==> src/design/l2vn_ram.sv <==
// ---------------------------------------------------------------------------
// l2vn_ram: generic single write, single read memory
// One write port, one read port with registered read data.
// ---------------------------------------------------------------------------
`timescale 1ns / 1ps
`default_nettype none
module l2vn_ram #(
  parameter int WIDTH = 16,
  parameter int DEPTH = 128
) (
  input  wire logic                     clk,
  input  wire logic                     we,
  input  wire logic [$clog2(DEPTH)-1:0] waddr,
  input  wire logic [WIDTH-1:0]         wdata,
  input  wire logic [$clog2(DEPTH)-1:0] raddr,
  output logic      [WIDTH-1:0]         rdata
);

  logic [WIDTH-1:0] mem [DEPTH];

  // Write and registered read
  always_ff @(posedge clk) begin
    if (we) begin
      mem[waddr] <= wdata;
    end
    rdata <= mem[raddr];
  end

endmodule
`default_nettype wire

==> config.mk <==
export PLATFORM = sky130hd
export DESIGN_NAME = l2vn_ram
export DESIGN_NICKNAME = d
export VERILOG_FILES = /design/src/design/l2vn_ram.sv
export SDC_FILE = /design/constraint.sdc
export NUM_CORES = 2
export LEC_CHECK = 0
export BUFFER_PORTS_ARGS = -buffer_cell sky130_fd_sc_hd__buf_2
export CORE_MARGIN = 2
export CORE_UTILIZATION = 63
export CTS_CLUSTER_SIZE = 14
export DETAILED_ROUTE_END_ITERATION = 7
export GPL_ROUTABILITY_DRIVEN = 1
export PLACE_DENSITY = 0.82
export RECOVER_POWER = 50
export SLEW_MARGIN = 20
export SYNTH_ARGS = -nofsm -noshare
export SYNTH_HDL_FRONTEND = slang
export SYNTH_SLANG_ARGS = --single-unit
export TNS_END_PERCENT = 50
==> constraint.sdc <==
create_clock -name clk -period 3.8 [get_ports clk]
set_input_delay 0.76 -clock clk [delete_from_list [all_inputs] [get_ports clk]]
set_output_delay 0.76 -clock clk [all_outputs]
set_load 0.05 [all_outputs]
* Yosys cells after proc, flatten, opt, wreduce, memory -nomap -nowiden *
Memories as Yosys holds them, arrays and structs flattened. A register that Yosys moved wholly into a read port is not among the register bits.
Index checks and enable logic that the tools add are counted.

storage, ports and cells
  register bits = 0
  memory bits (writable) = 2048
  logic and storage cells = 3
  memories kept = 1

memory list
  name  words  bits a word  read ports  clocked after memory_dff  write ports  line  RTL
  mem   128    16           1           1                         1            19    logic [WIDTH-1:0] mem [DEPTH];

operators by class
  muxes and demuxes = 2

operator list
  operator          number
  2-to-1 mux 1 bit  2

* Logic depth before layout (Yosys ltp) *
  word-level depth = 2
  gate-level depth with buffers = 7
  mapped depth without buffers = 4

* Worst setup path before layout *
OpenSTA, ideal clock, no wires.

  kind = input-to-reg
  start = in raddr[0]
  end = reg rdata[0] (read register of mem)
  library setup time = 0.121 ns
  arrival time = 3.134 ns
  path slack = 0.545 ns
  stages = 6
  cells stage by stage = buf_2 -> buf_1 -> mux4_2 -> mux4_2 -> mux4_2 -> mux2_2

RTL lines
  element      line  RTL
  from (decl)  15    input wire logic [$clog2(DEPTH)-1:0] raddr,
  to (decl)    16    output logic [WIDTH-1:0] rdata

* Worst setup path after layout *
  start = in wdata[8]
  end = mem mem[48][8], data pin

RTL lines
  element      line  RTL
  from (decl)  14    input wire logic [WIDTH-1:0] wdata,
  to (decl)    19

Straight into the memory's write port.

==> results.yml <==
logic_synthesis:
  async_reset_ff_share_pct: 0
  yosysTopAreaCellShare_pct: 78.3
  netlist_instances: 3086
  synth_seq_cells: 2064
  synth-edff-count: 2048
  synthFlopType: "edfxtp_1"
  syn_nets: 3118
  netlist_area_sq_um: 78500
  syn_area_per_cell_sq_um: 25.4
  yosysSeqAreaShare_pct: 78.7
  synth_area_leaders: "edfxtp_1, mux4_2, nor2_1"
  synth_cell_types: 17
  synth_most_common_cell: "edfxtp_1"
  yosysWarnings: 0
  synth.top_cells.by_count: "edfxtp_1, mux4_2, nor2_1"
  synth.largest_area_cell: "edfxtp_1"
worst_setup_path:
  end_kind: "register"
  crit_path_start_kind: "primary input"
  critical-path-slowest-cell: "clkbuf_1"
  crit_chain: "clkbuf_1, clkbuf_2"
  cp_num_buf_inv: 2
  cp.arrival_ns: 3.68
  crit_required_ns: 4.32
  path_max_fanout: 57
  crit_family: "buffers and inverters"
  slowest_delay_ns: 1.96
  worstSetupPathType: "primary input to register"
min_path:
  hp-class: "primary input to register"
floorplan:
  rows: 129
  initial_utilization_pct: 63.5
  fp.dieW_microns: 357
  core_sq_um: 124000
  dieHeight_microns: 357
  dieArea_sq_um: 127000
  ioPinCount: 48
finish:
  drive_gt1_share_pct: 35.1
  fin_util_pct: 71.8
  final_nets: 3466
  syn2layout_area_growth_pct: 13.1
timing:
  hold_viol_final: 0
  fin_skew_ns: 0.0243
  relSlewSlack_pct: -95.9
  period_share_pct: 83.2
  max_freq_mhz: 316
  rsz0062_at_grt: "no"
  max_slew.worst_pin.slew_ns: 2.94
  tns_ns: 0
  fin_crit_ns: 3.16
  final-setup-viol-count: 0
  slew_violations: 1357
drt:
  drt_iter0_drc: 7054
  drtAntennaViolNets: 0
  wl_microns: 218000
  viasPerCell: 7.44
  dr.pass1.iters: 6
  wire_per_inst_microns: 41.7
  vias: 39000
  drc_errors: 0
clocking:
  cts-root-buf: "clkbuf_16"
  hold_buffers: 0
  post_cts.repair.setup_buffers: 0
  clkTransAtPathRegs_ns: 0.06
  clk_path_buf_depth: 3
  cts_sinks: 2064
  cts_htree_levels: 4
  cts_resized: 0
  cts_buffers: 192
  cts_tree: "yes"
  insertion_delay_ns: 0.83
pwr:
  leakage_nw: 27.7
  peakVddDrop_uv: 548
  p_per_area_nw_per_um2: 530
global_route:
  grt_max_degree: 129
  antenna_found_initial: 30
  grt_util_all_layers_pct: 35.2
  grt_pass1_wl_microns: 307000
  grt_pass1_vias: 39500
  gr-total-overflow: 0
placed_design:
  io_buffers: 47
  gp_congestion: 0.884
  hpwl_microns: 116000
run_status:
  status: "finished with violations"
  violations: "capacitance limit, slew limit"
job:
  drv_cap: 19
==> placed cells by master, fill, tap and decap left out, drive strengths merged, types with 9 or more instances in the layout <==
master,count
nand2,14
nand3,12
dfxtp,16
clkbuf,280
mux2,16
buf,274
nor2,122
nor3,9
edfxtp,2048
mux4,672
clkinv,99
bufinv,16
==> registers in the layout, indices dropped and copies added (netlist names) <==
register / cells
mem: 2048
rdata: 16
==> area by class of cell <==
cell class                      instances  area (sq um)
Fill cell                            6293         34800
Antenna cell                            7          17.5
Clock buffer                          236          5040
Multi-Input combinational cell        858         16100
Sequential cell                      2064         61800
Clock inverter                        120          1150
Tap cell                             1637          2050
Timing Repair Buffer                  318          2690
==> routing by layer <==
layer,wire length (microns),global-route usage (%),up-vias
met5,186,0,-
met4,11900,15.2,30
met3,31300,10.4,755
met2,107000,56.3,3814
met1,68100,45.9,20200
li1,-,-,14200
==> path summary, 6_finish.rpt <==
| path | slack, ns | startpoint | depth (start not counted) | end |
|---|---|---|---|---|
| min reg2reg | 1.16 | mem[126][3] | 4 | rdata[3] |
| min | 0.19 | wdata[10] | 1 | mem[70][10] |
| max | 0.64 | wdata[8] | 2 | mem[48][8] |
| max reg2reg | 1.16 | mem[76][1] | 4 | rdata[1] |
==> metrics by stage <==
step / instances / hold WS [ns] / power, mW / area, sq um / setup slack [ns]
global placement: 4877 / 0.981 / 28.1 / 82800 / 0.209
global route: 5234 / 0.178 / 48.0 / 88800 / 0.467
CTS: 5233 / 0.105 / 47.1 / 89000 / 0.964
detailed placement: 4877 / 0.986 / 28.2 / 82800 / 0.106
floorplan: 3086 / 0.859 / 27.0 / 78500 / 0.545
finish: 5240 / 0.191 / 47.1 / 88800 / 0.637
==> power by group <==
part	total (mW)	switching, mW	internal (mW)
Combinational	2.59	1.60	0.988
Clock	19.2	8.63	10.6
Sequential	25.3	0.109	25.2
==> logic make-up after synthesis <==
kind of cell,after synthesis,synth area share [%]
buffers and inverters,164,0.881
AND/OR/NAND/NOR,170,0.888
multiplexers,688,19.5
flip-flops,2064,78.7
No activity file was read; power rests on OpenSTA's default activity.
