===== config.mk =====
export PLATFORM = sky130hd
export DESIGN_NAME = l2vn_back
export DESIGN_NICKNAME = d
export VERILOG_FILES = /design/src/design/l2vn_pkg.sv /design/src/design/l2vn_back.sv
export SDC_FILE = /design/constraint.sdc
export NUM_CORES = 2
export LEC_CHECK = 0
export ABC_AREA = 1
export BUFFER_PORTS_ARGS = -buffer_cell sky130_fd_sc_hd__buf_2
export CAP_MARGIN = 20
export CORE_MARGIN = 1
export CORE_UTILIZATION = 30
export DETAILED_ROUTE_END_ITERATION = 16
export PLACE_DENSITY = 0.53
export SLEW_MARGIN = 20
export SYNTH_ARGS = -nofsm -noshare
export SYNTH_HDL_FRONTEND = slang
export SYNTH_SLANG_ARGS = --single-unit

===== constraint.sdc =====
create_clock -name clk -period 20.6 [get_ports clk]
set_input_delay 1.03 -clock clk [delete_from_list [all_inputs] [get_ports clk]]
set_output_delay 1.03 -clock clk [all_outputs]
set_load 0.1 [all_outputs]

===== src/design/l2vn_pkg.sv =====
// ---------------------------------------------------------------------------
// l2vn_pkg: shared types and constants of the L2 vector normalizer
// Widths of the datapath and the descriptor passed from front to back.
// ---------------------------------------------------------------------------
`timescale 1ns / 1ps
`default_nettype none
package l2vn_pkg;

  localparam int ELEM_W  = 16;
  localparam int SUM_W   = 37;
  localparam int CNT_W   = 7;    // holds a vector length up to 64
  localparam int SCALE_W = 32;
  localparam int ACC_W   = 106;  // inverse root search accumulators
  localparam int PROD_W  = 49;   // 17-bit magnitude times 32-bit scale

  // One finished vector, handed from front to back
  typedef struct packed {
    logic [SUM_W-1:0] sum;
    logic [CNT_W-1:0] count;
    logic             ovf;
    logic             bank;
  } vec_desc_t;

  // Release of a store bank once all its elements are emitted
  typedef struct packed {
    logic valid;
    logic bank;
  } bank_free_t;

endpackage
`default_nettype wire


===== src/design/l2vn_back.sv =====
// ---------------------------------------------------------------------------
// l2vn_back: inverse root and emit pass
// Finds the Q16.16 inverse norm one bit per trial and check state, then replays the
// stored elements scaled, rounded and saturated.
// ---------------------------------------------------------------------------
`timescale 1ns / 1ps
`default_nettype none
module l2vn_back #(
  parameter int IW = 6
) (
  input  wire logic                  clk,
  input  wire logic                  rst,
  input  wire logic                  desc_valid,
  input  wire l2vn_pkg::vec_desc_t   desc,
  output logic                       desc_take,
  output logic        [IW:0]         ram_raddr,
  input  wire logic   [15:0]         ram_rdata,
  output logic                       out_valid,
  input  wire logic                  out_stall,
  output logic signed [15:0]         value,
  output logic        [31:0]         scale,
  output logic                       overflowed,
  output logic                       end_of_run,
  output l2vn_pkg::bank_free_t       bank_free
);
  import l2vn_pkg::*;

  typedef enum logic [2:0] {
    ST_IDLE, ST_TRY, ST_CHECK, ST_READ, ST_MUL, ST_OUT, ST_WAIT
  } state_t;

  localparam logic [ACC_W-1:0] LIMIT = ACC_W'(1) << 64;

  state_t             state;
  vec_desc_t          cur;
  logic [ACC_W-1:0]   a_acc, b_acc, a_try, b_try;
  logic [SCALE_W-1:0] k;
  logic [4:0]         j;
  logic [SCALE_W-1:0] scale_r;
  logic [CNT_W-1:0]   idx;
  logic [PROD_W-1:0]  prod;
  logic               neg;
  logic [15:0]        elem_q;

  logic [ACC_W-1:0]   s_ext;
  logic [ACC_W-1:0]   t_val;
  logic               fits;
  logic [SCALE_W-1:0] k_next;
  logic               zero_sum;
  logic [16:0]        mag;
  logic [PROD_W-1:0]  rnd;
  logic [32:0]        p;
  logic [16:0]        pc;
  logic [15:0]        y;
  logic               is_end;

  assign s_ext     = ACC_W'(cur.sum);
  assign zero_sum  = cur.sum == '0;
  assign desc_take = (state == ST_IDLE) && desc_valid;
  assign ram_raddr = {cur.bank, idx[IW-1:0]};
  assign is_end    = CNT_W'(idx + CNT_W'(1)) == cur.count;

  // Trial test: (2k-1)^2 * S <= 2^64 with A = k^2*S, B = k*S
  assign t_val  = ((a_try - b_try) << 2) + s_ext;
  assign fits   = t_val <= LIMIT;
  assign k_next = fits ? (k | (SCALE_W'(1) << j)) : k;

  // Element magnitude and rounding to Q1.15 with saturation
  assign mag = ram_rdata[15] ? (17'd0 - {1'b1, ram_rdata}) : {1'b0, ram_rdata};
  assign rnd = prod + PROD_W'(32768);
  assign p   = rnd[PROD_W-1:16];
  assign pc  = (p > 33'd32768) ? 17'd32768 : p[16:0];
  always_comb begin
    if (neg) begin
      y = 16'(17'd0 - pc);
    end else if (pc > 17'd32767) begin
      y = 16'h7FFF;
    end else begin
      y = pc[15:0];
    end
  end

  // Release the bank when the last result is taken
  assign bank_free.valid = (state == ST_WAIT) && !out_stall && end_of_run;
  assign bank_free.bank  = cur.bank;

  // Sequencer: search the inverse root, then emit one element at a time
  always_ff @(posedge clk) begin
    if (rst) begin
      state     <= ST_IDLE;
      out_valid <= 1'b0;
    end else begin
      unique case (state)
        ST_IDLE: begin
          if (desc_valid) begin
            cur   <= desc;
            a_acc <= '0;
            b_acc <= '0;
            k     <= '0;
            j     <= 5'd31;
            idx   <= '0;
            if (desc.sum == '0) begin
              scale_r <= '0;
              state   <= ST_READ;
            end else begin
              state <= ST_TRY;
            end
          end
        end
        ST_TRY: begin
          a_try <= a_acc + (b_acc << (6'(j) + 6'd1)) + (s_ext << {j, 1'b0});
          b_try <= b_acc + (s_ext << j);
          state <= ST_CHECK;
        end
        ST_CHECK: begin
          if (fits) begin
            a_acc <= a_try;
            b_acc <= b_try;
          end
          k <= k_next;
          if (j == 5'd0) begin
            scale_r <= k_next;
            state   <= ST_READ;
          end else begin
            j     <= j - 5'd1;
            state <= ST_TRY;
          end
        end
        ST_READ: begin
          state <= ST_MUL;
        end
        ST_MUL: begin
          elem_q <= ram_rdata;
          neg    <= ram_rdata[15];
          prod   <= mag * scale_r;
          state  <= ST_OUT;
        end
        ST_OUT: begin
          value      <= zero_sum ? elem_q : y;
          scale      <= scale_r;
          overflowed <= cur.ovf;
          end_of_run <= is_end;
          out_valid  <= 1'b1;
          state      <= ST_WAIT;
        end
        ST_WAIT: begin
          if (!out_stall) begin
            out_valid <= 1'b0;
            if (end_of_run) begin
              state <= ST_IDLE;
            end else begin
              idx   <= idx + CNT_W'(1);
              state <= ST_READ;
            end
          end
        end
        default: state <= ST_IDLE;
      endcase
    end
  end

  a_desc_nonempty: assert property (@(posedge clk) disable iff (rst)
    desc_take |-> desc.count != '0)
    else $error("empty vector descriptor taken");

  a_scale_range: assert property (@(posedge clk) disable iff (rst)
    out_valid |-> scale <= 32'h8000_0000)
    else $error("scale above 2^31");

  a_zero_scale: assert property (@(posedge clk) disable iff (rst)
    (out_valid && zero_sum) |-> scale == '0)
    else $error("nonzero scale for zero sum");

endmodule
`default_nettype wire


# == Word level (Yosys, flattened, before mapping) ==
# Index checks and enable logic that the tools add are counted.
# totals
register_bits,666
inputBits,66
out_inout_bits,61
word_cells,110
# classes
add_sub_neg,11
n_mul,1
n_lt_le_gt_ge,3
n_eq_ne,14
n_shift,4
n_mux,32
bitwise_logic,2
reduce_logical,22
# ops
cell,n
106-bit case mux with 2 select lines,2
106-bit adder,3
106-bit 2-to-1 mux,3
32-bit 2-to-1 mux,5
32-bit case mux with 2 select lines,2
106-bit by 37-bit adder with 106-bit output,1
"106-bit by 65-bit less-or-equal comparator with 1-bit output, second input constant",1
106-bit by 6-bit left shift with 106-bit output,1
37-bit by 5-bit left shift with 106-bit output,1
37-bit by 6-bit left shift with 106-bit output,1
104-bit subtractor,1
37-bit zero test,2
"49-bit by 16-bit adder with 49-bit output, second input constant",1
17-bit by 32-bit multiplier with 49-bit output,1
16-bit 2-to-1 mux,3
17-bit 2-to-1 mux,2
"33-bit by 16-bit > comparator with 1-bit output, second input constant",1
32-bit bitwise OR,1
"1-bit by 5-bit left shift with 32-bit output, first input constant",1
7-bit 2-to-1 mux,3
3-bit case mux with 7 select lines,1
"17-bit by 15-bit > comparator with 1-bit output, second input constant",1
"1-bit by 17-bit subtractor with 17-bit output, first input constant",1
"1-bit by 16-bit subtractor with 16-bit output, first input constant",1
26 further kinds,49

# == Logic depth before layout (Yosys ltp) ==
# depth
word_depth,7
ltp_mapped,44
depth_no_buf,44

# == Worst setup path before layout ==
# No wires, ideal clock.
# synth_path
path_type,input to register
from,input port rst
to,register a_try[0] (enable)
setup_ps,1030
arrival_time_ps,15378
required_ps,19570
slack_ps,4191
path_stages,2
path_buffers,1
path_cell_list,clkbuf_1 nor3_1
# synth_via
elab_chain_len,2
# synth_lines
element,line_no,text
from (decl),l2vn_back.sv:12,"input wire logic rst,"
1-bit inverter (no line),--,
2-bit AND reduction (no line),--,
to (signal assigned),l2vn_back.sv:111,"a_try <= a_acc + (b_acc << (6'(j) + 6'd1)) + (s_ext << {j, 1'b0});"
to (decl),l2vn_back.sv:36,"logic [ACC_W-1:0] a_acc, b_acc, a_try, b_try;"
# Every way passes these cells.
# A chain may end at the register's enable or synchronous reset.

# == Worst setup path in the final report ==
# layout_path
from,input port ram_rdata[0]
to,register prod[40] (data pin)
# layout_via
elab_chain_len,3
# layout_lines
element,line_no,text
from (decl),l2vn_back.sv:17,"input wire logic [15:0] ram_rdata,"
1-bit by 17-bit subtractor with 17-bit output,l2vn_back.sv:69,"assign mag = ram_rdata[15] ? (17'd0 - {1'b1, ram_rdata}) : {1'b0, ram_rdata};"
17-bit 2-to-1 mux (*),l2vn_back.sv:69,
17-bit by 32-bit multiplier with 49-bit output (*),l2vn_back.sv:135,prod <= mag * scale_r;
to (signal assigned),l2vn_back.sv:135,
to (decl),l2vn_back.sv:41,logic [PROD_W-1:0] prod;
# Every way passes the cells marked *; elsewhere a longest branch is shown, timed or not.

==> results.json <==
{
  "ys_ff_latch": 642,
  "place_ws_ps": 10210,
  "relSlewSlack_pct": 12.14,
  "ff2ff_path_depth": 25,
  "numCtsBuffers": 84,
  "ir_drop_mv": 0.1722,
  "critPathKind": "primary input to flip-flop",
  "die_y_um": 527.3,
  "cts_resized": 0,
  "r2r-start": "j[2]$_SDFFCE_PN1P_",
  "n_fill_cell": 30640,
  "yosysSeqAreaShare_pct": 23.24,
  "grt_max_degree": 141,
  "drc": 0,
  "clk_path_buf_depth": 3,
  "fmax_ghz": 0.1036,
  "crit_end": "prod[40]$_DFFE_PP_",
  "wl_mm": 364.9,
  "utilization_pct": 32.97,
  "synth.yosys.warnings": 0,
  "tightest_slew_ps": 1304,
  "cp_top_family": "adder cells",
  "crit_buf_inv": 11,
  "r2r_setup_slack_ps": 11410,
  "path_clk_slew_ps": 50,
  "syn_area_mm2": 0.08277,
  "required_ps": 21060,
  "setup_tns_ps": 0,
  "slowest_delay_ps": 830,
  "worst_slack_ps": 10950,
  "period_share_pct": 46.85,
  "core_mm2": 0.2741,
  "min_from": "cur[1]$_DFFE_PP_",
  "finalHoldViolations": 0,
  "synth_edf_count": 638,
  "skew_ps": 75.91,
  "num_rows": 192,
  "die-area_mm2": 0.2780,
  "place.gp.congestion": 1.023,
  "grt-ovfl-total": 0,
  "hpwlAfterDp_mm": 306.0,
  "hold_buffers": 0,
  "ys_types": 66,
  "leakage_nw": 43.78,
  "maxCapViolCount": 0,
  "io_pins": 127,
  "arrival_ps": 10110,
  "worstHoldPathType": "flip-flop to flip-flop",
  "powerDensity_mw_per_mm2": 106.5,
  "grt_pass1_vias": 77260,
  "via_count": 80500,
  "synth_top_area_cell": "edfxtp_1",
  "netlist_instances": 12070,
  "layout.nets": 13120,
  "synth_area_leaders": "edfxtp_1, nand2_1, fa_1",
  "area_growth_pct": 9.175,
  "async_flop_share_pct": 0,
  "synth_flop_cell": "edfxtp_1",
  "antenna_found_initial": 15,
  "port-buffer-count": 126,
  "worstSetupEndpointType": "flip-flop",
  "cp_common_cell": "inv_1",
  "drt-initial-drc-count": 8726,
  "track_usage_pct": 25.80,
  "setup_violations": 0,
  "fin_crit_ps": 9652,
  "avgSynthCellArea_um2": 6.860,
  "firstDrtPassIters": 6,
  "initial_core_util_pct": 30.20,
  "ant_nets": 0,
  "grt_pass1_wl_mm": 525.7,
  "netlist.area_leader.share_pct": 23.15,
  "via_per_inst": 5.089,
  "outcome": "finished, final reports clean",
  "clkLatencyLatePin_ps": 790,
  "cp-start-kind": "primary input",
  "cts_root_buf": "clkbuf_16",
  "startpoint": "ram_rdata[0]",
  "reg2reg_to": "a_try[98]$_DFFE_PP_",
  "cts_sinks": 642,
  "cp_num_cells": 38,
  "cts_tree": "built",
  "slowest_stage": "xor2_2",
  "critPathMaxFanout": 33,
  "postCtsSetupBuffers": 0,
  "drive_above_1_share_pct": 5.268,
  "wl_per_cell_um": 23.07,
  "maxSlewViolCount": 0,
  "die_w_um": 527.3,
  "rsz0062_at_grt": "no",
  "htreeDepth": 3
}
synthesized netlist by cell type (12+ instances only):
cell type and number:
nand2_1 3254, inv_1 2235, nor2_1 1322, a21oi_1 650
o21ai_0 649, edfxtp_1 638, fa_1 550, nand3_1 484
ha_1 445, clkbuf_1 243, xor2_1 232, mux2i_1 172
nor3_1 144, nand4_1 140, a31oi_1 116, xnor2_1 112
nor2_2 76, buf_1 68, nand2_2 63, inv_2 60
nor4_1 54, o21a_1 45, nand3_2 27, nor2_4 26
o211ai_1 26, clkinv_1 24, o21bai_1 24, nand3b_1 18
a21boi_0 16, o31ai_1 15, or2_2 13, buf_4 12
stage by stage:
| stage | power [mW] | std cells | instance area, um^2 | hold WS, ps |
|---|---|---|---|---|
| 2_1_floorplan | 6.161 | 12100 | 82880 | 400.3 |
| 3_3_place_gp | 8.069 | 15660 | 87540 | 408.0 |
| 3_5_place_dp | 8.072 | 15660 | 87570 | 425.2 |
| 4_1_cts | 9.639 | 15820 | 90350 | 417.8 |
| 5_1_grt | 10.49 | 15820 | 90360 | 431.2 |
| 6_report | 9.627 | 15820 | 90360 | 433.3 |
cell families (layout without fill, tap and decap cells):
kind of cell	after synthesis	after routing	share of synthesized area, %
and+or+nand+nor	5645	5645	28.30
DFF	642	642	23.24
muxes	172	172	2.080
xor gates and xnor gates	344	344	3.640
AOI/OAI and AO/OA	1615	1615	10.57
buffers and inverters	2651	2684	12.13
adders and majority gates	995	995	20.03
other	2	34	0.009074
layer usage:
layer / GRT usage [%] / vias up / share of wire (%)
met5: 0 / - / 0.014
met4: 8.524 / 8 / 3.8
met3: 6.578 / 516 / 9.6
met2: 38.87 / 3117 / 42
met1: 35.62 / 38800 / 45
li1: - / 38060 / -
placed cells by master, fill, tap and decap left out, types with 140 or more instances in the layout:
cell         n
nand2_1   3251
inv_1     2232
nor2_1    1321
a21oi_1    648
o21ai_0    645
edfxtp_1   638
fa_1       550
nand3_1    484
ha_1       443
xor2_1     230
mux2i_1    172
nor3_1     141
nand4_1    140
state kept, by name (all words and copies together) (netlist names):
register / cells
b_try: 104
idx: 7
b_acc: 104
a_try: 104
bank_free: 1
elem_q: 15
j: 5
cur: 45
prod: 34
neg: 1
scale_r: 32
end_of_run: 1
out_valid: 1
overflowed: 1
scale: 32
value: 16
k: 32
a_acc: 104
state: 3
layout make-up:
cell class	count	area, um^2	share of cell area [%]
Antenna cell	2	5.005	0.005539
Clock buffer	95	2143	2.372
Clock inverter	62	633.1	0.7006
Inverter	2319	8713	9.643
Multi-Input combinational cell	8803	53740	59.47
Sequential cell	642	19240	21.29
Tap cell	3686	4612	5.104
Timing Repair Buffer	208	1279	1.415
report_power, final:
group,total [mW],switching (mW),internal (mW)
logic,6.18,4.08,2.10
clock network,1.54,0.684,0.857
registers,1.91,0.135,1.77
total,9.63,4.90,4.73
how the worst min path moves through the flow:
stage	end	slack, ps	cells after the start
after CTS	bank_free[0]$_DFFE_PP_	420	1
after global routing	bank_free[0]$_DFFE_PP_	430	1
after detailed placement	overflowed$_DFFE_PP_	430	0
after global placement	overflowed$_DFFE_PP_	410	0
final	overflowed$_DFFE_PP_	430	0
after floorplan	overflowed$_DFFE_PP_	400	0
(Power assumes the default switching activity.)
