## config.mk

```make
export PLATFORM = sky130hd
export DESIGN_NAME = l2vn_front
export DESIGN_NICKNAME = d
export VERILOG_FILES = /design/src/design/l2vn_pkg.sv /design/src/design/l2vn_front.sv
export SDC_FILE = /design/constraint.sdc
export NUM_CORES = 1
export LEC_CHECK = 0
export BUFFER_PORTS_ARGS = -buffer_cell sky130_fd_sc_hd__buf_2
export CAP_MARGIN = 5
export CELL_PAD_IN_SITES_DETAIL_PLACEMENT = 1
export CELL_PAD_IN_SITES_GLOBAL_PLACEMENT = 2
export CORE_ASPECT_RATIO = 1.5
export CORE_MARGIN = 4
export CORE_UTILIZATION = 39
export DETAILED_ROUTE_END_ITERATION = 12
export PLACE_DENSITY = 0.79
export SYNTH_ARGS = -nofsm -noshare
export SYNTH_HDL_FRONTEND = slang
export SYNTH_SLANG_ARGS = --single-unit
export TNS_END_PERCENT = 10
```

## constraint.sdc

```tcl
create_clock -name clk -period 14.4 [get_ports clk]
set_input_delay 2.88 -clock clk [delete_from_list [all_inputs] [get_ports clk]]
set_output_delay 2.88 -clock clk [all_outputs]
set_load 0.02 [all_outputs]
```

## src/design/l2vn_pkg.sv

```systemverilog
// ---------------------------------------------------------------------------
// l2vn_pkg: shared types and constants of the L2 vector normalizer
// Widths of the datapath and the descriptor passed from front to back.
// ---------------------------------------------------------------------------
`timescale 1ns / 1ps
`default_nettype none
package l2vn_pkg;

  localparam int ELEM_W  = 16;
  localparam int SUM_W   = 37;
  localparam int CNT_W   = 7;    // holds a vector length up to 64
  localparam int SCALE_W = 32;
  localparam int ACC_W   = 106;  // inverse root search accumulators
  localparam int PROD_W  = 49;   // 17-bit magnitude times 32-bit scale

  // One finished vector, handed from front to back
  typedef struct packed {
    logic [SUM_W-1:0] sum;
    logic [CNT_W-1:0] count;
    logic             ovf;
    logic             bank;
  } vec_desc_t;

  // Release of a store bank once all its elements are emitted
  typedef struct packed {
    logic valid;
    logic bank;
  } bank_free_t;

endpackage
`default_nettype wire

```

## src/design/l2vn_front.sv

```systemverilog
// ---------------------------------------------------------------------------
// l2vn_front: element intake
// Stores elements into the free bank, sums their squares and hands a
// descriptor of each finished vector to the queue.
// ---------------------------------------------------------------------------
`timescale 1ns / 1ps
`default_nettype none
module l2vn_front #(
  parameter int MAX_LEN = 64,
  parameter int IW      = 6
) (
  input  wire logic                       clk,
  input  wire logic                       rst,
  input  wire logic                       in_valid,
  input  wire logic signed [15:0]         element,
  input  wire logic                       last,
  output logic                            in_stall,
  output logic                            ram_we,
  output logic             [IW:0]         ram_waddr,
  output logic             [15:0]         ram_wdata,
  output logic                            desc_valid,
  output l2vn_pkg::vec_desc_t             desc,
  input  wire logic                       q_ready,
  input  wire l2vn_pkg::bank_free_t       bank_free
);
  import l2vn_pkg::*;

  logic [SUM_W-1:0] sum;
  logic [CNT_W-1:0] count;
  logic             ovf;
  logic             bank;
  logic [1:0]       bank_busy;
  logic [1:0]       bank_busy_next;

  logic               accept;
  logic               room;
  logic signed [31:0] sq;
  logic [SUM_W-1:0]   sum_add;
  logic [CNT_W-1:0]   count_add;

  // Hold input while the current bank is still being emitted or the queue is full
  assign in_stall  = bank_busy[bank] || !q_ready;
  assign accept    = in_valid && !in_stall;
  assign room      = count < CNT_W'(MAX_LEN);
  assign sq        = element * element;
  assign sum_add   = sum + {{(SUM_W-32){1'b0}}, sq};
  assign count_add = count + CNT_W'(1);

  assign ram_we    = accept && room;
  assign ram_waddr = {bank, count[IW-1:0]};
  assign ram_wdata = element;

  // Descriptor of the vector that this transfer closes
  assign desc_valid = accept && last;
  always_comb begin
    desc.sum   = room ? sum_add : sum;
    desc.count = room ? count_add : count;
    desc.ovf   = ovf || !room;
    desc.bank  = bank;
  end

  // Release a bank once emitted, claim it when its vector closes
  always_comb begin
    bank_busy_next = bank_busy;
    if (bank_free.valid) begin
      bank_busy_next[bank_free.bank] = 1'b0;
    end
    if (accept && last) begin
      bank_busy_next[bank] = 1'b1;
    end
  end

  // Accumulate, drop past the limit, flip banks at the end of a vector
  always_ff @(posedge clk) begin
    if (rst) begin
      sum       <= '0;
      count     <= '0;
      ovf       <= 1'b0;
      bank      <= 1'b0;
      bank_busy <= '0;
    end else begin
      bank_busy <= bank_busy_next;
      if (accept) begin
        if (last) begin
          sum   <= '0;
          count <= '0;
          ovf   <= 1'b0;
          bank  <= ~bank;
        end else if (room) begin
          sum   <= sum_add;
          count <= count_add;
        end else begin
          ovf <= 1'b1;
        end
      end
    end
  end

endmodule
`default_nettype wire

```

=== After elaboration in Yosys (flattened, before gate mapping) ===
Cells that the tools add are included.
Widths: inputs -> output; s select.

* $add $sub $neg: 2
* Multipliers: 1
* $lt $le $gt $ge: 5
* Equal/unequal tests: 1
* Mux-type cells: 14
* Bitwise gates (word level): 4
* Reduce and logical (&&, ||, !) cells: 12

{| class="wikitable"
|+ Operators with widths
! operator !! number
|-
| $mux 37 || 2
|-
| $add 37x32->37 || 1
|-
| $mul 16x16->32 || 1
|-
| $mux 7 || 2
|-
| $add 7x1->7 const B || 1
|-
| $lt 7x7->1 const B || 1
|-
| $mux 1 || 6
|-
| $logic_and 1x1->1 || 5
|-
| $lt 1x2->1 const B || 2
|-
| $mux 2 || 2
|-
| $reduce_and 2->1 || 2
|-
| $logic_not 1->1 || 3
|-
| $and 2x2->2 || 1
|-
| $demux 1 s1 || 2
|-
| $ge 1x1->1 const B || 2
|-
| $logic_or 1x1->1 || 2
|-
| $ne 2x2->1 const B || 1
|-
| $not 2->2 || 1
|-
| $or 2x2->2 || 1
|-
| $not 1->1 || 1
|}

* Register bits after elaboration: 48
* Bits of input ports: 23
* Logic and storage cells: 44

=== Longest topological paths before layout ===
Gate-level depths: netlist of run 1.

* Depth after elaboration: 9
* Gate-level depth with buffers: 35
* Gate-level depth less buffers: 33

=== Worst setup path before layout of run 1 ===
OpenSTA, ideal clock, no wires.

* Kind: input to output
* Start: input element[15]
* End: output desc[39] (netlist bit)
* Arrival time: 10007 ps
* Data required time: 11520 ps
* Setup slack: 1513 ps
* Stages: 30
* Path buffers: 2
* Path through: clkbuf_1 > inv_1 > clkbuf_1 > nor2_1 > fa_1 > inv_1 > fa_1 > inv_1 > fa_1 > fa_1 > fa_1 > inv_1 > fa_1 > inv_1 > ha_1 > a21o_1 > a21o_1 > a31oi_1 > o21ai_0 > a21oi_1 > xnor2_1 > ha_1 > and4_1 > nand3_1 > a31o_2 > a31oi_1 > a31oi_1 > o21ai_1 > xnor2_1 > o21ai_0

{| class="wikitable"
|+ RTL lines
! item !! RTL line !! RTL
|-
| from (decl) || l2vn_front.sv:15 || <nowiki>input wire logic signed [15:0] element,</nowiki>
|-
| to (decl) || l2vn_front.sv:22 || <nowiki>output l2vn_pkg::vec_desc_t desc,</nowiki>
|}

==> results by group, run 1 <==
Worst setup path
  • Slowest cell delay on critical path: about 530 ps
  • CP Launch Point: element[5]
  • WS Path Type: primary input to primary output
  • Critical R2R Capture: sum[31]
  • Crit-path max FO: 19
  • Critical path buffers and inverters: 8
  • Crit-path leading delay family: adder cells
  • RR Startpoint: sum[7]
  • Critical path startpoint category: primary input
  • Reg2reg setup slack: approximately 11000 ps
  • WP data arrival: roughly 11000 ps
  • CP Capture Type: primary output
  • Critical path's slowest cell: fa_1
  • Worst R2R Path Depth: 10
  • Data required, critical path: roughly 12000 ps

Synth
  • Post-Synthesis Cells: approximately 1500
  • Cell with the most instances after synthesis: inv_1
  • Cell Area, Synth: approximately 0.013 mm^2
  • Post-synth ARST share: 0
  • Post-synth EDFFs: 0
  • Post-synthesis cell type count: 70
  • Ys flop type: dfxtp_1
  • Synth Warn #: 0
  • Mapped Nets: approximately 1900
  • Register area share after synthesis: 0.0745
  • Post-Syn Area per Cell: about 8.6 um^2
  • Post-synth top area share: 0.368
  • Post-synth top cells: inv_1 (336), fa_1 (237), nand2_1 (145), ha_1 (120), nor2_1 (92)
  • #FFs+latches synth: between 40 and 50
  • Leading post-synthesis cells by cell area: fa_1 (37%), ha_1 (12%), inv_1 (9.8%)
  • Leading area contributor after synthesis: fa_1

Timing
  • Final setup fails: 0
  • RSZ-0062 raised after global routing: no
  • Fmax: slightly above 70 MHz
  • Setup Skew: around 8 ps
  • Fin Setup TNS: 0 ps
  • Final Critical Period: approximately 14000 ps
  • Max_slew headroom: 0.526
  • Fin. Hold Viols: 0
  • Actual transition at the worst max-transition pin: slightly above 700 ps
  • Slew Viols, Final: 0
  • Fin crit share: 0.959

Clock tree
  • TritonCTS clock tree: yes
  • TritonCTS Sinks: 48
  • CTS H-tree depth: 2
  • CTS clk-pin slew, worst paths: about 70 ps
  • Root buf cell: clkbuf_16
  • CTS Buf Count: 5
  • Post-CTS Hold Buffers: 0
  • # Post-CTS Setup Buffers: 0
  • Clock latency on the worst-skew pair: approximately 300 ps
  • # resized after CTS: 0
  • Clock buffer depth: 2

Placement
  • # port buffers: 94
  • DP HPWL: 29200 um
  • Final GP Congestion: roughly 0.84

Worst hold path
  • Hold path cells: 2
  • Hold/Removal Path Class: flop to flop
  • Hold Path Sink: sum[2]
  • Hold_sp: sum[2]

GRT
  • Largest net degree at the start of global routing: 71
  • Initial antenna violation count: 0
  • Number of global-route vias before repair: 11343
  • All-Layer GR Usage: 0.201
  • First-pass GRT wire length: 58600 um
  • GRT overflow: 0

Drt
  • Wirelength per Cell: about 18 um
  • First-pass DRT Iterations: 5
  • Via/cell ratio: between 5 and 6
  • Vias: roughly 9900
  • First DRT Iteration DRCs: around 310
  • DR DRC count: 0
  • Total wire length: between 30000 and 40000 um
  • Detail Route Antenna Nets: 0

Floorplanning
  • Die height: about 230 um
  • Die area: between 0.03 and 0.04 mm^2
  • Core Footprint: 0.0326 mm^2
  • Ports: between 90 and 100
  • Num rows: 81
  • Die width: between 150 and 200 um
  • Effective utilization at floorplan: 0.395

Cells and area
  • Area occupied by registers: approximately 960 um^2
  • Multi-input gate area: approximately 0.010 mm^2
  • # diodes: 0
  • Layout cells sized above 1: 0.0906
  • FILL cells: approximately 4000
  • NumNets Final: 1924
  • P&R area growth vs syn: 6.65%

Run
  • Total of max-cap violations: 0

Status
  • Status: finished, final reports clean
-- layout make-up --
class | instances | area share
Timing Repair Buffer | 103 | 0.0391
Multi-Input combinational cell | 1049 | 0.751
Tap cell | 415 | 0.0377
Clock buffer | 8 | 0.0106
Inverter | 337 | 0.0919
Sequential cell | 48 | 0.0699
-- sequential cells by signal, indices dropped and copies added (netlist names) --
name	count
ovf	1
count	7
sum	37
bank_busy	2
bank	1
-- stage by stage --
stage	hold slack (ps)	setup WS (ps)	instances	area [um^2]	util
final	483	584	1960	13800	0.422
after CTS	490	463	1960	13800	0.422
after detailed placement	478	537	1952	13600	0.417
after floorplan	449	1510	1502	12900	-
after global placement	471	618	1952	13600	0.417
after global routing	511	6.89	1960	13800	0.422
-- cells by family (layout without fill, tap and decap cells) --
kind of cell / after synthesis / count (layout) / synth area share
adders and majority gates: 357 / 357 / 0.484
DFF: 48 / 48 / 0.0745
xor gates and xnor gates: 83 / 83 / 0.0563
AOI/OAI and AO/OA: 234 / 234 / 0.124
and+or+nand+nor: 367 / 367 / 0.130
muxes: 8 / 8 / 0.00659
buffers and inverters: 405 / 448 / 0.125
-- layer usage --
metal | vias to the layer above | global-route usage | routed length [um]
met4 | 0 | 0.0524 | 826
met2 | 121 | 0.379 | 18500
met3 | 33 | 0.0128 | 718
li1 | 4748 | - | -
met1 | 5029 | 0.244 | 14300
met5 | - | 0 | 0
-- worst register-to-register path, stage by stage, from the launching register on --
cell and delay [ps]:
dfxtp_1 340, ha_1 370, and3_1 230, a221oi_2 480
a311oi_2 230, or3_4 390, o21bai_4 190, nand3b_2 140
a21oi_2 170, xor2_1 230, o22ai_1 100
-- cell usage in the layout, fill, tap and decap left out, types with 5 or more instances in the layout --
cell type / instances
nand2_1: 145
or3_1: 5
buf_4: 9
buf_2: 94
a211oi_1: 5
a21o_1: 29
ha_1: 120
nor2b_1: 9
o21ai_1: 7
fa_1: 237
and2_1: 39
nand4_1: 5
and3_1: 7
xnor2_1: 55
nor2_1: 92
clkbuf_16: 5
nand2b_1: 5
a2bb2oi_1: 6
xor2_1: 28
nor3_1: 14
a31oi_1: 11
inv_1: 336
a22oi_1: 14
a21oi_1: 55
o21ai_0: 47
nand3_1: 30
o21bai_1: 11
dfxtp_1: 47
-- worst max-delay path by stage --
stage / cells past startpoint / end / slack, ps
after floorplan: 30 / desc[39] / 1510
after CTS: 31 / desc[42] / 460
final: 31 / desc[44] / 580
after global placement: 27 / desc[39] / 620
after detailed placement: 30 / desc[39] / 540
after global routing: 32 / desc[42] / 7
Power of run 1 is left out: the tool's default activity adds up to more than one toggle a clock period on the data nets, which glitch-free logic cannot reach.
==> inputs of run 2 (changes only) <==
--- a/config.mk
+++ b/config.mk
@@ -13,7 +13,7 @@
 export CORE_MARGIN = 4
 export CORE_UTILIZATION = 39
 export DETAILED_ROUTE_END_ITERATION = 12
-export PLACE_DENSITY = 0.79
+export PLACE_DENSITY = 0.82
 export SYNTH_ARGS = -nofsm -noshare
 export SYNTH_HDL_FRONTEND = slang
 export SYNTH_SLANG_ARGS = --single-unit
==> run 2 against run 1 <==
  * Sequential cell count stayed put
  * Register-to-register slack hardly changed
  * Clock skew is 0.79 ps lower
  * Final area hardly changed
  * Routed wire length is 1.3% lower
  * Hold slack worse by 1.5 ps
  * Global-route usage is 0.17 points lower
  * Non-clock buffer count is 1 lower
  * Largest cell class unchanged
  * Critical path depth is 1 higher
  * First-iteration DRC count is 7.5% lower
  * Critical endpoint unchanged
  * Highest routed layer unchanged
==> results by group, run 2 (synthesis gave the netlist of run 1 again) <==
Drt
  • Via/cell ratio: 5.06
  • First-pass DRT Iterations: 4
  • Detail Route Antenna Nets: 0
  • Vias: a little under 10000
  • Wirelength per Cell: around 17 um
  • DR DRC count: 0
  • First DRT Iteration DRCs: around 280
  • Total wire length: between 30000 and 40000 um

Cells and area
  • Max FFs per register: 37
  • Biggest regs: sum: 37 flops, count: 7 flops, bank_busy: 2 flops
  • NumNets Final: ~1900
  • FILL cells: just under 4000
  • P&R area growth vs syn: 6.64%
  • Finished Cell Area: 0.0138 mm^2
  • Most frequent cells in the layout: inv_1 (336), fa_1 (237), nand2_1 (145)
  • Most common cell after layout, fill and taps aside: inv_1
  • Biggest register: sum
  • # diodes: 0
  • Layout Cells excl Fill: 1958
  • Layout cells sized above 1: 0.0907

Worst setup path
  • Reg2reg setup slack: between 10000 and 15000 ps
  • Data required, critical path: around 12000 ps
  • Critical R2R Capture: sum[17]
  • Critical path's slowest cell: fa_1
  • CP Capture Type: primary output
  • Slowest cell delay on critical path: around 530 ps
  • Worst R2R Path Depth: 10
  • RR Startpoint: sum[7]
  • Crit-path max FO: 16
  • WP data arrival: around 11000 ps
  • Critical path startpoint category: primary input
  • WS Path Type: primary input to primary output

Floorplanning
  • Die height: approximately 230 um
  • Core Footprint: approximately 0.033 mm^2
  • Die area: between 0.03 and 0.04 mm^2
  • Effective utilization at floorplan: 0.395
  • Num rows: between 80 and 90
  • Die width: 157 um
  • Ports: 95

Placement
  • Placed insts: around 2000
  • # port buffers: 94
  • DP HPWL: a little under 30000 um
  • Final GP Congestion: ~0.85
  • Dpl cell area: ~0.014 mm^2

Worst hold path
  • Hold path cells: 2
  • Hold/Removal Path Class: flop to flop
  • Hold_sp: bank_busy[0]
  • Hold Path Sink: bank_busy[0]

Clock tree
  • Root buf cell: clkbuf_16
  • Clock buffer depth: 2
  • Clock latency on the worst-skew pair: roughly 310 ps
  • Post-CTS Hold Buffers: 0
  • # resized after CTS: 0
  • CTS Buf Count: 5
  • # Post-CTS Setup Buffers: 0
  • CTS clk-pin slew, worst paths: ~70 ps
  • CTS H-tree depth: 2
  • TritonCTS Sinks: between 40 and 50
  • TritonCTS clock tree: yes

Timing
  • Final setup fails: 0
  • Fin crit share: 0.961
  • Fmax: 72.2 MHz
  • Slew Viols, Final: 0
  • Max_slew headroom: 0.540
  • Setup Skew: 7.28 ps
  • Actual transition at the worst max-transition pin: 690 ps
  • Final Critical Period: between 10000 and 15000 ps
  • Hold WS: between 400 and 500 ps
  • Fin Setup TNS: 0 ps
  • Fin. Hold Viols: 0
  • RSZ-0062 raised after global routing: no

GRT
  • GRT overflow: 0
  • Number of global-route vias before repair: around 11000
  • All-Layer GR Usage: 0.199
  • Initial antenna violation count: 0
  • First-pass GRT wire length: 58300 um
  • Largest net degree at the start of global routing: about 70

Run
  • Total of max-cap violations: 0

Status
  • Status: finished, final reports clean
-- run 2: through the flow --
stage / util / setup WS (ps)
after floorplan: - / 1510
after global placement: 0.417 / 627
after detailed placement: 0.417 / 509
final: 0.422 / 558
after global routing: 0.422 / 10.5
after CTS: 0.422 / 444
-- run 2: worst max-delay path by stage --
stage / start / to / slack (ps) / depth (start not counted)
2_1_floorplan: element[15] / desc[39] / 1510 / 30
3_3_place_gp: element[15] / desc[44] / 630 / 31
3_5_place_dp: element[2] / desc[44] / 510 / 32
4_1_cts: element[2] / desc[44] / 440 / 32
5_1_grt: element[2] / desc[44] / 10 / 32
6_report: element[2] / desc[44] / 560 / 32
-- run 2: final cells by class --
cell class	count	area, um^2	area share
Clock buffer	7	153	0.0111
Inverter	337	1260	0.0919
Multi-Input combinational cell	1049	10300	0.751
Sequential cell	48	962	0.0699
Tap cell	415	519	0.0377
Timing Repair Buffer	102	531	0.0386
-- run 2: per-layer routing --
layer | track usage | part of all wire
met4 | 0.0429 | 0.017
met5 | 0 | 0
met1 | 0.251 | 0.42
met2 | 0.368 | 0.53
met3 | 0.0158 | 0.029
-- run 2: critical path, delay by kind of cell --
kind / cells / cell delay [ps]
XOR/XNOR: 2 / 310
adder cells (fa/ha/maj): 8 / 3650
buffers and inverters: 8 / 1060
AO/OA/AOI/OAI: 9 / 2050
AND/OR/NAND/NOR: 5 / 1000
Power of run 2 is left out for the same reason.
